==> config.mk <==
export PLATFORM = sky130hd
export DESIGN_NAME = pwm_audio_playout_with_volume_unit
export DESIGN_NICKNAME = d
export VERILOG_FILES = /design/src/design/pwmap_pkg.sv /design/src/design/pwm_audio_playout_with_volume_unit.sv /design/src/design/pwmap_front.sv /design/src/design/pwmap_queue.sv /design/src/design/pwmap_back.sv
export SDC_FILE = /design/constraint.sdc
export NUM_CORES = 2
export LEC_CHECK = 0
export ABC_AREA = 0
export BUFFER_PORTS_ARGS = -buffer_cell sky130_fd_sc_hd__buf_2
export CAP_MARGIN = 30
export CORE_ASPECT_RATIO = 1.5
export CORE_MARGIN = 1
export CORE_UTILIZATION = 40
export CTS_BUF_LIST = sky130_fd_sc_hd__clkbuf_4 sky130_fd_sc_hd__clkbuf_8
export DETAILED_ROUTE_END_ITERATION = 10
export SLEW_MARGIN = 40
export SYNTH_ARGS = -nofsm -noshare
export SYNTH_HDL_FRONTEND = slang
export SYNTH_HIERARCHICAL = 1
export SYNTH_SLANG_ARGS = --single-unit
==> constraint.sdc <==
create_clock -name clk -period 10.4 [get_ports clk]
set_clock_uncertainty 0.2 [all_clocks]
set_input_delay 1.56 -clock clk [delete_from_list [all_inputs] [get_ports clk]]
set_output_delay 1.56 -clock clk [all_outputs]
set_load 0.01 [all_outputs]
==> src/design/pwmap_pkg.sv <==
// Shared types and constants of the PWM audio playout unit.
package pwmap_pkg;

  // Operation codes of an input item.
  localparam logic [1:0] OP_PUSH  = 2'd0;
  localparam logic [1:0] OP_TICK  = 2'd1;
  localparam logic [1:0] OP_START = 2'd2;

  // Configuration register indexes.
  localparam logic CFG_VOLUME = 1'b0;
  localparam logic CFG_MUTE   = 1'b1;

  localparam logic [16:0] VOLUME_RESET = 17'd50;
  localparam logic [9:0]  MID_SCALE    = 10'd512;
  localparam logic [9:0]  OUT_MIN      = 10'd50;
  localparam logic [9:0]  OUT_MAX      = 10'd975;

  typedef struct packed {
    logic [1:0]         operation;
    logic signed [15:0] sample;
  } in_item_t;

  typedef struct packed {
    logic [9:0] pwm_compare;
    logic       frame_request;
    logic       playing;
    logic       push_dropped;
  } out_item_t;

  // Work handed from the front end to the scaling back end.
  typedef struct packed {
    logic               take;
    logic signed [15:0] raw;
    logic               frame_request;
    logic               playing;
    logic               push_dropped;
  } job_t;

endpackage

==> src/design/pwm_audio_playout_with_volume_unit.sv <==
// PWM audio playout unit with volume scaling: top level.
//
// Every accepted item gives exactly one result item. A push stores a signed
// 16-bit sample in a ring buffer of three frames (3 * FRAME_SAMPLES entries);
// a start item enables playback; a tick while playing takes the oldest sample,
// multiplies it by the volume factor, adds mid-scale 512 to the upper half of
// the 32-bit product and clamps the result to 50..975, which becomes the held
// PWM compare value. Mute or a zero factor gives 512. A tick that finds the
// buffer empty stops playback and keeps the held value. A push into a full
// buffer is discarded and flagged in push_dropped. frame_request is high while
// the buffer holds fewer than half a frame of samples. The unit takes one item
// every clock cycle unless in_stall is high (job queue full while the front
// register holds a job); the front end updates the buffer pointers and fill
// level in the cycle of acceptance. A result passes through the front
// register, job queue, multiplier register and result register. The sample
// store is a single-port-write, single-port-read memory whose contents are
// undefined after reset; only written entries are ever read, so no clearing
// pass runs. Configuration writes are always taken (cfg_ready is tied high)
// and must only be issued while the unit is idle.
module pwm_audio_playout_with_volume_unit #(
  parameter int FRAME_SAMPLES = 48
) (
  input  logic                 clk,
  input  logic                 rst_n,
  input  logic                 in_valid,
  input  pwmap_pkg::in_item_t  in_item,
  output logic                 in_stall,
  output logic                 out_valid,
  output pwmap_pkg::out_item_t out_item,
  input  logic                 out_stall,
  input  logic                 cfg_valid,
  output logic                 cfg_ready,
  input  logic                 cfg_index,
  input  logic [16:0]          cfg_data
);

  logic [16:0]     volume_r;
  logic            mute_r;
  logic            fe_valid, q_full, q_valid, q_pop;
  pwmap_pkg::job_t fe_job, q_job;

  // Configuration registers: volume factor and mute.
  assign cfg_ready = 1'b1;

  always_ff @(posedge clk) begin
    if (!rst_n) begin
      volume_r <= pwmap_pkg::VOLUME_RESET;
      mute_r   <= 1'b0;
    end else if (cfg_valid && cfg_ready) begin
      case (cfg_index)
        pwmap_pkg::CFG_VOLUME: volume_r <= cfg_data;
        pwmap_pkg::CFG_MUTE:   mute_r   <= cfg_data[0];
        default: begin
        end
      endcase
    end
  end

  // The front end owns the buffer; each accepted item leaves it as one job.
  pwmap_front #(
    .FRAME_SAMPLES(FRAME_SAMPLES)
  ) u_front (
    .clk      (clk),
    .rst_n    (rst_n),
    .in_valid (in_valid),
    .in_item  (in_item),
    .in_stall (in_stall),
    .job_valid(fe_valid),
    .job      (fe_job),
    .job_full (q_full)
  );

  // The queue lets the front end carry on while the result side is stalled.
  pwmap_queue u_queue (
    .clk      (clk),
    .rst_n    (rst_n),
    .push     (fe_valid),
    .push_job (fe_job),
    .full     (q_full),
    .pop_valid(q_valid),
    .pop_job  (q_job),
    .pop      (q_pop)
  );

  // The back end scales played samples and keeps the held compare value.
  pwmap_back u_back (
    .clk      (clk),
    .rst_n    (rst_n),
    .job_valid(q_valid),
    .job      (q_job),
    .job_pop  (q_pop),
    .volume   (volume_r),
    .mute     (mute_r),
    .out_valid(out_valid),
    .out_item (out_item),
    .out_stall(out_stall)
  );

endmodule

==> src/design/pwmap_front.sv <==
// Front end: accepts items, keeps the ring buffer and its bookkeeping, issues jobs.
module pwmap_front #(
  parameter int FRAME_SAMPLES = 48
) (
  input  logic              clk,
  input  logic              rst_n,
  input  logic              in_valid,
  input  pwmap_pkg::in_item_t in_item,
  output logic              in_stall,
  output logic              job_valid,
  output pwmap_pkg::job_t   job,
  input  logic              job_full
);

  localparam int DEPTH  = 3 * FRAME_SAMPLES;
  localparam int IDX_W  = $clog2(DEPTH);
  localparam int FILL_W = $clog2(DEPTH + 1);

  logic signed [15:0] mem [DEPTH];
  logic signed [15:0] rd_data_r;

  logic [IDX_W-1:0]  wr_idx_r, wr_idx_nxt;
  logic [IDX_W-1:0]  rd_idx_r, rd_idx_nxt;
  logic [FILL_W-1:0] fill_r, fill_nxt;
  logic              play_r, play_nxt;
  logic              accept;
  logic              wr_en, rd_en, dropped;
  logic              s1_valid_r;
  logic              s1_take_r, s1_req_r, s1_play_r, s1_drop_r;

  assign in_stall = s1_valid_r && job_full;
  assign accept   = in_valid && !in_stall;

  always_comb begin
    wr_idx_nxt = wr_idx_r;
    rd_idx_nxt = rd_idx_r;
    fill_nxt   = fill_r;
    play_nxt   = play_r;
    wr_en      = 1'b0;
    rd_en      = 1'b0;
    dropped    = 1'b0;
    if (accept) begin
      case (in_item.operation)
        pwmap_pkg::OP_PUSH: begin
          if (fill_r == FILL_W'(DEPTH)) begin
            dropped = 1'b1;
          end else begin
            wr_en      = 1'b1;
            wr_idx_nxt = (wr_idx_r == IDX_W'(DEPTH - 1)) ? '0 : wr_idx_r + 1'b1;
            fill_nxt   = fill_r + 1'b1;
          end
        end
        pwmap_pkg::OP_TICK: begin
          if (play_r) begin
            if (fill_r != '0) begin
              rd_en      = 1'b1;
              rd_idx_nxt = (rd_idx_r == IDX_W'(DEPTH - 1)) ? '0 : rd_idx_r + 1'b1;
              fill_nxt   = fill_r - 1'b1;
            end else begin
              play_nxt = 1'b0;
            end
          end
        end
        pwmap_pkg::OP_START: begin
          play_nxt = 1'b1;
        end
        default: begin
        end
      endcase
    end
  end

  // Sample store: one write port, one registered read port.
  always_ff @(posedge clk) begin
    if (wr_en) begin
      mem[wr_idx_r] <= in_item.sample;
    end
    if (rd_en) begin
      rd_data_r <= mem[rd_idx_r];
    end
  end

  always_ff @(posedge clk) begin
    if (!rst_n) begin
      wr_idx_r   <= '0;
      rd_idx_r   <= '0;
      fill_r     <= '0;
      play_r     <= 1'b0;
      s1_valid_r <= 1'b0;
    end else begin
      wr_idx_r <= wr_idx_nxt;
      rd_idx_r <= rd_idx_nxt;
      fill_r   <= fill_nxt;
      play_r   <= play_nxt;
      if (accept) begin
        s1_valid_r <= 1'b1;
      end else if (!job_full) begin
        s1_valid_r <= 1'b0;
      end
    end
  end

  always_ff @(posedge clk) begin
    if (accept) begin
      s1_take_r <= rd_en;
      s1_req_r  <= ({fill_nxt, 1'b0} < (FILL_W + 1)'(FRAME_SAMPLES));
      s1_play_r <= play_nxt;
      s1_drop_r <= dropped;
    end
  end

  assign job_valid         = s1_valid_r;
  assign job.take          = s1_take_r;
  assign job.raw           = rd_data_r;
  assign job.frame_request = s1_req_r;
  assign job.playing       = s1_play_r;
  assign job.push_dropped  = s1_drop_r;

endmodule

==> src/design/pwmap_queue.sv <==
// Short job queue between the front end and the back end.
module pwmap_queue (
  input  logic            clk,
  input  logic            rst_n,
  input  logic            push,
  input  pwmap_pkg::job_t push_job,
  output logic            full,
  output logic            pop_valid,
  output pwmap_pkg::job_t pop_job,
  input  logic            pop
);

  localparam int QDEPTH = 4;
  localparam int QPTR_W = $clog2(QDEPTH);

  pwmap_pkg::job_t     slot_r [QDEPTH];
  logic [QPTR_W-1:0]   wr_ptr_r, rd_ptr_r;
  logic [QPTR_W:0]     count_r;
  logic                do_push, do_pop;

  assign full      = (count_r == (QPTR_W + 1)'(QDEPTH));
  assign pop_valid = (count_r != '0);
  assign pop_job   = slot_r[rd_ptr_r];
  assign do_push   = push && !full;
  assign do_pop    = pop && pop_valid;

  always_ff @(posedge clk) begin
    if (do_push) begin
      slot_r[wr_ptr_r] <= push_job;
    end
  end

  always_ff @(posedge clk) begin
    if (!rst_n) begin
      wr_ptr_r <= '0;
      rd_ptr_r <= '0;
      count_r  <= '0;
    end else begin
      if (do_push) begin
        wr_ptr_r <= wr_ptr_r + 1'b1;
      end
      if (do_pop) begin
        rd_ptr_r <= rd_ptr_r + 1'b1;
      end
      case ({do_push, do_pop})
        2'b10:   count_r <= count_r + 1'b1;
        2'b01:   count_r <= count_r - 1'b1;
        default: count_r <= count_r;
      endcase
    end
  end

endmodule

==> src/design/pwmap_back.sv <==
// Back end: volume multiply, offset and clamp, held value and result register.
module pwmap_back (
  input  logic                 clk,
  input  logic                 rst_n,
  input  logic                 job_valid,
  input  pwmap_pkg::job_t      job,
  output logic                 job_pop,
  input  logic [16:0]          volume,
  input  logic                 mute,
  output logic                 out_valid,
  output pwmap_pkg::out_item_t out_item,
  input  logic                 out_stall
);

  logic signed [33:0] prod;
  logic               m_valid_r;
  pwmap_pkg::job_t    m_job_r;
  logic [15:0]        m_hi_r;
  logic               o_free, m_free, m_adv;
  logic [15:0]        offs;
  logic [9:0]         clamped;
  logic [9:0]         held_r, held_nxt;
  logic               out_valid_r;
  pwmap_pkg::out_item_t out_item_r;

  assign prod    = job.raw * $signed({1'b0, volume});
  assign o_free  = !out_valid_r || !out_stall;
  assign m_adv   = m_valid_r && o_free;
  assign m_free  = !m_valid_r || o_free;
  assign job_pop = job_valid && m_free;

  always_ff @(posedge clk) begin
    if (!rst_n) begin
      m_valid_r <= 1'b0;
    end else if (m_free) begin
      m_valid_r <= job_valid;
    end
  end

  always_ff @(posedge clk) begin
    if (job_pop) begin
      m_job_r <= job;
      m_hi_r  <= prod[31:16];
    end
  end

  // Offset wraps in 16 bits, then a signed clamp.
  always_comb begin
    offs = m_hi_r + 16'(pwmap_pkg::MID_SCALE);
    if ($signed(offs) < $signed(16'(pwmap_pkg::OUT_MIN))) begin
      clamped = pwmap_pkg::OUT_MIN;
    end else if ($signed(offs) > $signed(16'(pwmap_pkg::OUT_MAX))) begin
      clamped = pwmap_pkg::OUT_MAX;
    end else begin
      clamped = offs[9:0];
    end
    if (!m_job_r.take) begin
      held_nxt = held_r;
    end else if (mute || volume == '0) begin
      held_nxt = pwmap_pkg::MID_SCALE;
    end else begin
      held_nxt = clamped;
    end
  end

  always_ff @(posedge clk) begin
    if (!rst_n) begin
      held_r      <= pwmap_pkg::MID_SCALE;
      out_valid_r <= 1'b0;
    end else if (m_adv) begin
      held_r      <= held_nxt;
      out_valid_r <= 1'b1;
    end else if (!out_stall) begin
      out_valid_r <= 1'b0;
    end
  end

  always_ff @(posedge clk) begin
    if (m_adv) begin
      out_item_r.pwm_compare   <= held_nxt;
      out_item_r.frame_request <= m_job_r.frame_request;
      out_item_r.playing       <= m_job_r.playing;
      out_item_r.push_dropped  <= m_job_r.push_dropped;
    end
  end

  assign out_valid = out_valid_r;
  assign out_item  = out_item_r;

endmodule

* Word-level counts from Yosys, hierarchy flattened
Memory sizes are Yosys's and may differ from the RTL's. A register that Yosys moved wholly into a read port is not among the register bits.
Index checks and enable logic that the tools add are counted.
** Cells by class
- Add/sub/neg operators :: 9
- Multipliers :: 1
- Divide/modulo/power cells :: 0
- $lt $le $gt $ge :: 3
- Equal/unequal tests :: 10
- Shift operators :: 0
- Muxes and demuxes :: 32
- Bitwise gates (word level) :: 2
- Reduce and logical (&&, ||, !) cells :: 23
** Operator list (count)
- $mux W8 :: 6
- $mux W10 :: 4
- $mul A16 B18 Y32 :: 1
- $add A8 B1 Y8 const B :: 3
- $eq A8 B8 Y1 const B :: 3
- $logic_not A17 Y1 :: 1
- $mux W1 :: 17
- $add A16 B10 Y16 const B :: 1
- $gt A16 B11 Y1 const B :: 1
- $lt A16 B7 Y1 const B :: 1
- $pmux W8 S2 :: 1
- $lt A9 B6 Y1 const B :: 1
- $reduce_bool A8 Y1 :: 1
- $sub A8 B1 Y8 const B :: 1
- $logic_and A1 B1 Y1 :: 6
- $pmux W3 S2 :: 1
- $logic_not A1 Y1 :: 5
- $add A2 B1 Y2 const B :: 2
- $eq A2 B1 Y1 const B :: 2
- $eq A2 B2 Y1 const B :: 2
- $mux W2 :: 2
- $reduce_and A2 Y1 :: 2
- $reduce_and A4 Y1 :: 1
- $add A3 B1 Y3 const B :: 1
- 11 further kinds :: 14
** Storage, ports and cells
- Register bits :: 100
- Latch bits :: 0
- RAM bits :: 2384
- ROM bits :: 0
- Input bits :: 41
- Output and inout port bits :: 16
- Logic and storage cells :: 108
- Memories :: 2
** Memory list
- u_front.mem :: words 144, bits a word 16, rd ports 1, clocked after memory_dff 1, wr ports 1, RTL line pwmap_front.sv:19 : logic signed [15:0] mem [DEPTH];
- u_queue.slot_r :: words 4, bits a word 20, rd ports 1, clocked after memory_dff 1, wr ports 1, RTL line pwmap_queue.sv:16 : pwmap_pkg::job_t slot_r [QDEPTH];

* Depth between registers and ports, before layout
- Word-level depth :: 7
- Depth in mapped cells :: 23
- Gate-level depth less buffers :: 21

* Hierarchy
The synthesis kept the hierarchy.
** Modules (own cells, without submodules)
- pwmap_front :: times used 1, cells an instance 4271, area each 90938.5 sq um, sequential area each 70307.4 sq um
- pwmap_back :: times used 1, cells an instance 1202, area each 10919.2 sq um, sequential area each 1231.2 sq um
- pwmap_queue :: times used 1, cells an instance 156, area each 3389.5 sq um, sequential area each 2582.5 sq um
- pwm_audio_playout_with_volume_unit :: times used 1, cells an instance 80, area each 758.2 sq um, sequential area each 360.3 sq um

* Least setup slack after synthesis
No wires, ideal clock.
- Path kind :: register -> register
- Start :: register (tool-made name)
- End :: register u_back.m_hi_r[14] (data pin)
- Setup time :: 0.174 ns
- Arrival :: 6.149 ns
- Data required time :: 10.026 ns
- Path slack :: 3.876 ns
- Stages on the path, launching flop included :: 22
- Path buffers :: 2
- Period minus slack after synthesis :: 6.524 ns
- Path through :: dfxtp_1 > buf_4 > mux4_2 > clkbuf_1 > and2_1 > fa_1 > inv_1 > fa_1 > fa_1 > inv_1 > fa_1 > fa_1 > inv_1 > fa_1 > inv_1 > ha_1 > nand4_2 > nor2_1 > a41oi_1 > o211ai_4 > a311o_1 > a311oi_1
** RTL lines
- end signal, assigned :: RTL line pwmap_back.sv:43 : m_hi_r <= prod[31:16];
- end, declared :: RTL line pwmap_back.sv:18 : logic [15:0] m_hi_r;

==> metrics <==
top-area cell type share of the netlist area=69.03%; Post-synth EDFFs=2437; DRC=0; Resized Gates After CTS=0; slew margin rel.=30.46%; Worst Path Arrival=7.92 ns; via count=56270; mapped cell area=106000 um2; Antenna Violating Nets Remaining=0; cell count after synthesis=5709; Post-DP HPWL=188400 um; nets=6469; area grow syn2layout=11.81%; syn_area_per_cell=18.57 um2; CTS max path bufs=4; gr ovfl total=0; asr flop ratio synth=0%; gr usage total=22.30%; antenna violations before repair=5; Root Driver=clkbuf_8; status=finished, final reports clean; Post-CTS Setup Bufs=0; worst vdd ir=0.0003634 V; Die ar.=267100 um2; Fmax achieved=134.8 MHz; crit start category=flip-flop; IO Count=57; TritonCTS Buffers=364; Worst-Margin Slew=1.042 ns; RSZ-0062 raised after global routing=no; Synth area leaders=edfxtp_1 69%, mux4_2 11%, fa_1 3.9%; area leader, netlist=edfxtp_1; Yosys warning count=6; Post-Layout Inst Area=118500 um2; vias in the first global route=58600; Distinct cells, synth=100; H-tree levels=5; Fill cells=22700; IO buf count=55; critical path class=flip-flop to flip-flop; Starting Density=40.22%; routability cong.=0.9282; drt wl/cell=30.35 um; Die W=422.3 um; Commonest cells post-synth=2437 x edfxtp_1, 531 x mux4_2, 298 x nand2_1, 296 x inv_1, 243 x nor2_1; Pwr Total=24.19 mW; Hold Crit Class=flip-flop to flip-flop; Final setup viols=0; Hold Slack=0.2210 ns; syn_nets=6085; share of post-route cells with drive strength above 1=23.89%; top-count cell post-synth=edfxtp_1; R2R Setup Slk=2.98 ns; CP required=10.90 ns; DP Area=111300 um2; vias per cell=5.700; top_reg_cell synth=edfxtp_1; first-pass GRT wire length=427300 um; Die Ht=632.5 um; DR iter-0 viols=5405; FP Rows=231; # hold bufs at CTS=0; Pins Over Slew Limit=0; Clock transition at path regs=0.06 ns; max_cap viols=0; Core Footprint=263600 um2; routed wire length=299600 um; maximum number of pins on one net before global-route repair=102; Final Hold Fails=0; first drt pass iteration count=6; sequential share of the synthesized area=70.26%; pwr/cell area=204.1 nW/um2; Static Leak=38.01 nW; Fin Setup TNS=0 ns; clk sinks=2502; critical path endpoint category=flip-flop; CTS tree=done; crit share post-route=71.33%; Worst-Skew Late Latency=1.01 ns; Max FO, Critical Path=20; Final min period=7.418 ns; flops & latches, synth=2502
-- power breakdown --
| part | leakage (nW) | switching, mW | internal [mW] |
|---|---|---|---|
| Combinational | 11.8 | 3.21 | 1.75 |
| Clock | 3.74 | 3.75 | 4.12 |
| Sequential | 22.4 | 0.0731 | 11.3 |
| Total | 38.0 | 7.04 | 17.1 |
-- placed cells by master, fill, tap and decap left out, types with 15 or more instances in the layout --
cell type | synthesis | routed
edfxtp_1 | 2437 | 2437
mux4_2 | 531 | 531
clkbuf_8 | 0 | 375
nand2_1 | 298 | 295
inv_1 | 296 | 294
buf_4 | 36 | 240
mux2i_1 | 236 | 236
fa_1 | 208 | 208
nor2_1 | 243 | 204
and2_1 | 143 | 141
a21oi_1 | 132 | 132
ha_1 | 127 | 127
clkbuf_4 | 0 | 103
clkinv_1 | 0 | 91
o21ai_0 | 77 | 77
dfxtp_1 | 65 | 57
a22oi_1 | 56 | 56
o22ai_1 | 52 | 52
clkinv_2 | 0 | 43
buf_2 | 80 | 41
a221oi_1 | 40 | 40
nand3_1 | 36 | 36
nor3_1 | 34 | 32
o221ai_1 | 32 | 32
nand2b_1 | 30 | 30
nor2_2 | 1 | 30
xnor2_1 | 28 | 28
a211oi_1 | 28 | 26
buf_6 | 30 | 24
nor2b_1 | 27 | 23
a31oi_1 | 17 | 17
bufinv_16 | 0 | 16
mux2_2 | 15 | 15
-- final cells by class --
| cell class | count | area, um2 | area share (%) |
|---|---|---|---|
| diodes | 5 | 12.51 | 0.01056 |
| multi-input cells | 2613 | 28950 | 24.43 |
| clock inverters | 167 | 1185 | 0.9997 |
| well taps | 3495 | 4373 | 3.690 |
| inverters | 298 | 1119 | 0.9438 |
| clock buffers | 477 | 5927 | 5.001 |
| flip-flops and latches | 2502 | 74500 | 62.86 |
| repair buffers | 314 | 2452 | 2.069 |
-- metrics by stage --
stage	worst slack, ns	util, %	instances
3_5_place_dp	3.067	42.22	9219
5_1_grt	2.689	44.96	9868
2_1_floorplan	3.876	-	5709
4_1_cts	3.043	44.92	9863
6_report	2.982	44.96	9871
3_3_place_gp	3.186	42.16	9217
-- path summary, 6_finish.rpt --
path | startpoint | end | cells after the start
worst max-delay path | flip-flop | u_back/m_hi_r[11]$_DFFE_PP_ | 20
worst min-delay path | u_back/m_job_r[2]$_DFFE_PP_ | u_back/out_item[2]$_DFFE_PP_ | 0
worst max register to register | flip-flop | u_back/m_hi_r[11]$_DFFE_PP_ | 20
worst min register to register | u_back/m_job_r[2]$_DFFE_PP_ | u_back/out_item[2]$_DFFE_PP_ | 0
-- worst max-delay path, stage by stage (launching register included) --
cell and delay, ns:
dfxtp_1 0.31, buf_4 0.37, mux4_2 0.74, and2_1 0.23
fa_1 0.53, inv_1 0.05, fa_1 0.49, fa_1 0.51
inv_1 0.05, fa_1 0.46, fa_1 0.54, inv_1 0.05
fa_1 0.54, inv_1 0.06, ha_1 0.40, nand2_1 0.12
nand3_1 0.15, a211oi_1 0.58, o21ai_1 0.28, nor4b_1 0.35
a311oi_1 0.09
-- per-layer routing --
layer / track usage (%) / share of wire (%) / routed length [um]
met1: 25.79 / 35 / 105900
met2: 40.07 / 53 / 158100
met3: 3.163 / 6.2 / 18620
met4: 11.55 / 5.7 / 16950
met5: 0 / 0.0037 / 11
-- flip-flops by register name (all words and copies together) (netlist names), 2 cells and up, named ones only --
signal,cells
u_front/rd_idx_r,8
u_front/wr_idx_r,8
u_back/out_item,13
u_queue/wr_ptr_r,2
u_back/m_job_r,4
u_back/m_hi_r,16
u_front/fill_r,8
u_front/mem,2304
u_queue/rd_ptr_r,2
u_front/rd_data_r,16
u_queue/count_r,3
u_back/held_r,10
volume_r,17
u_queue/slot_r,80
-- cell families after synthesis --
group	share of synthesized area, %
multiplexers	13.67
XOR/XNOR	0.3128
buffers and inverters	2.643
flip-flops	70.26
AND/OR/NAND/NOR	4.056
adder cells (fa/ha/maj)	5.427
other	0.003538
AO/OA/AOI/OAI	3.627
Power figures use the tool's default switching activity.
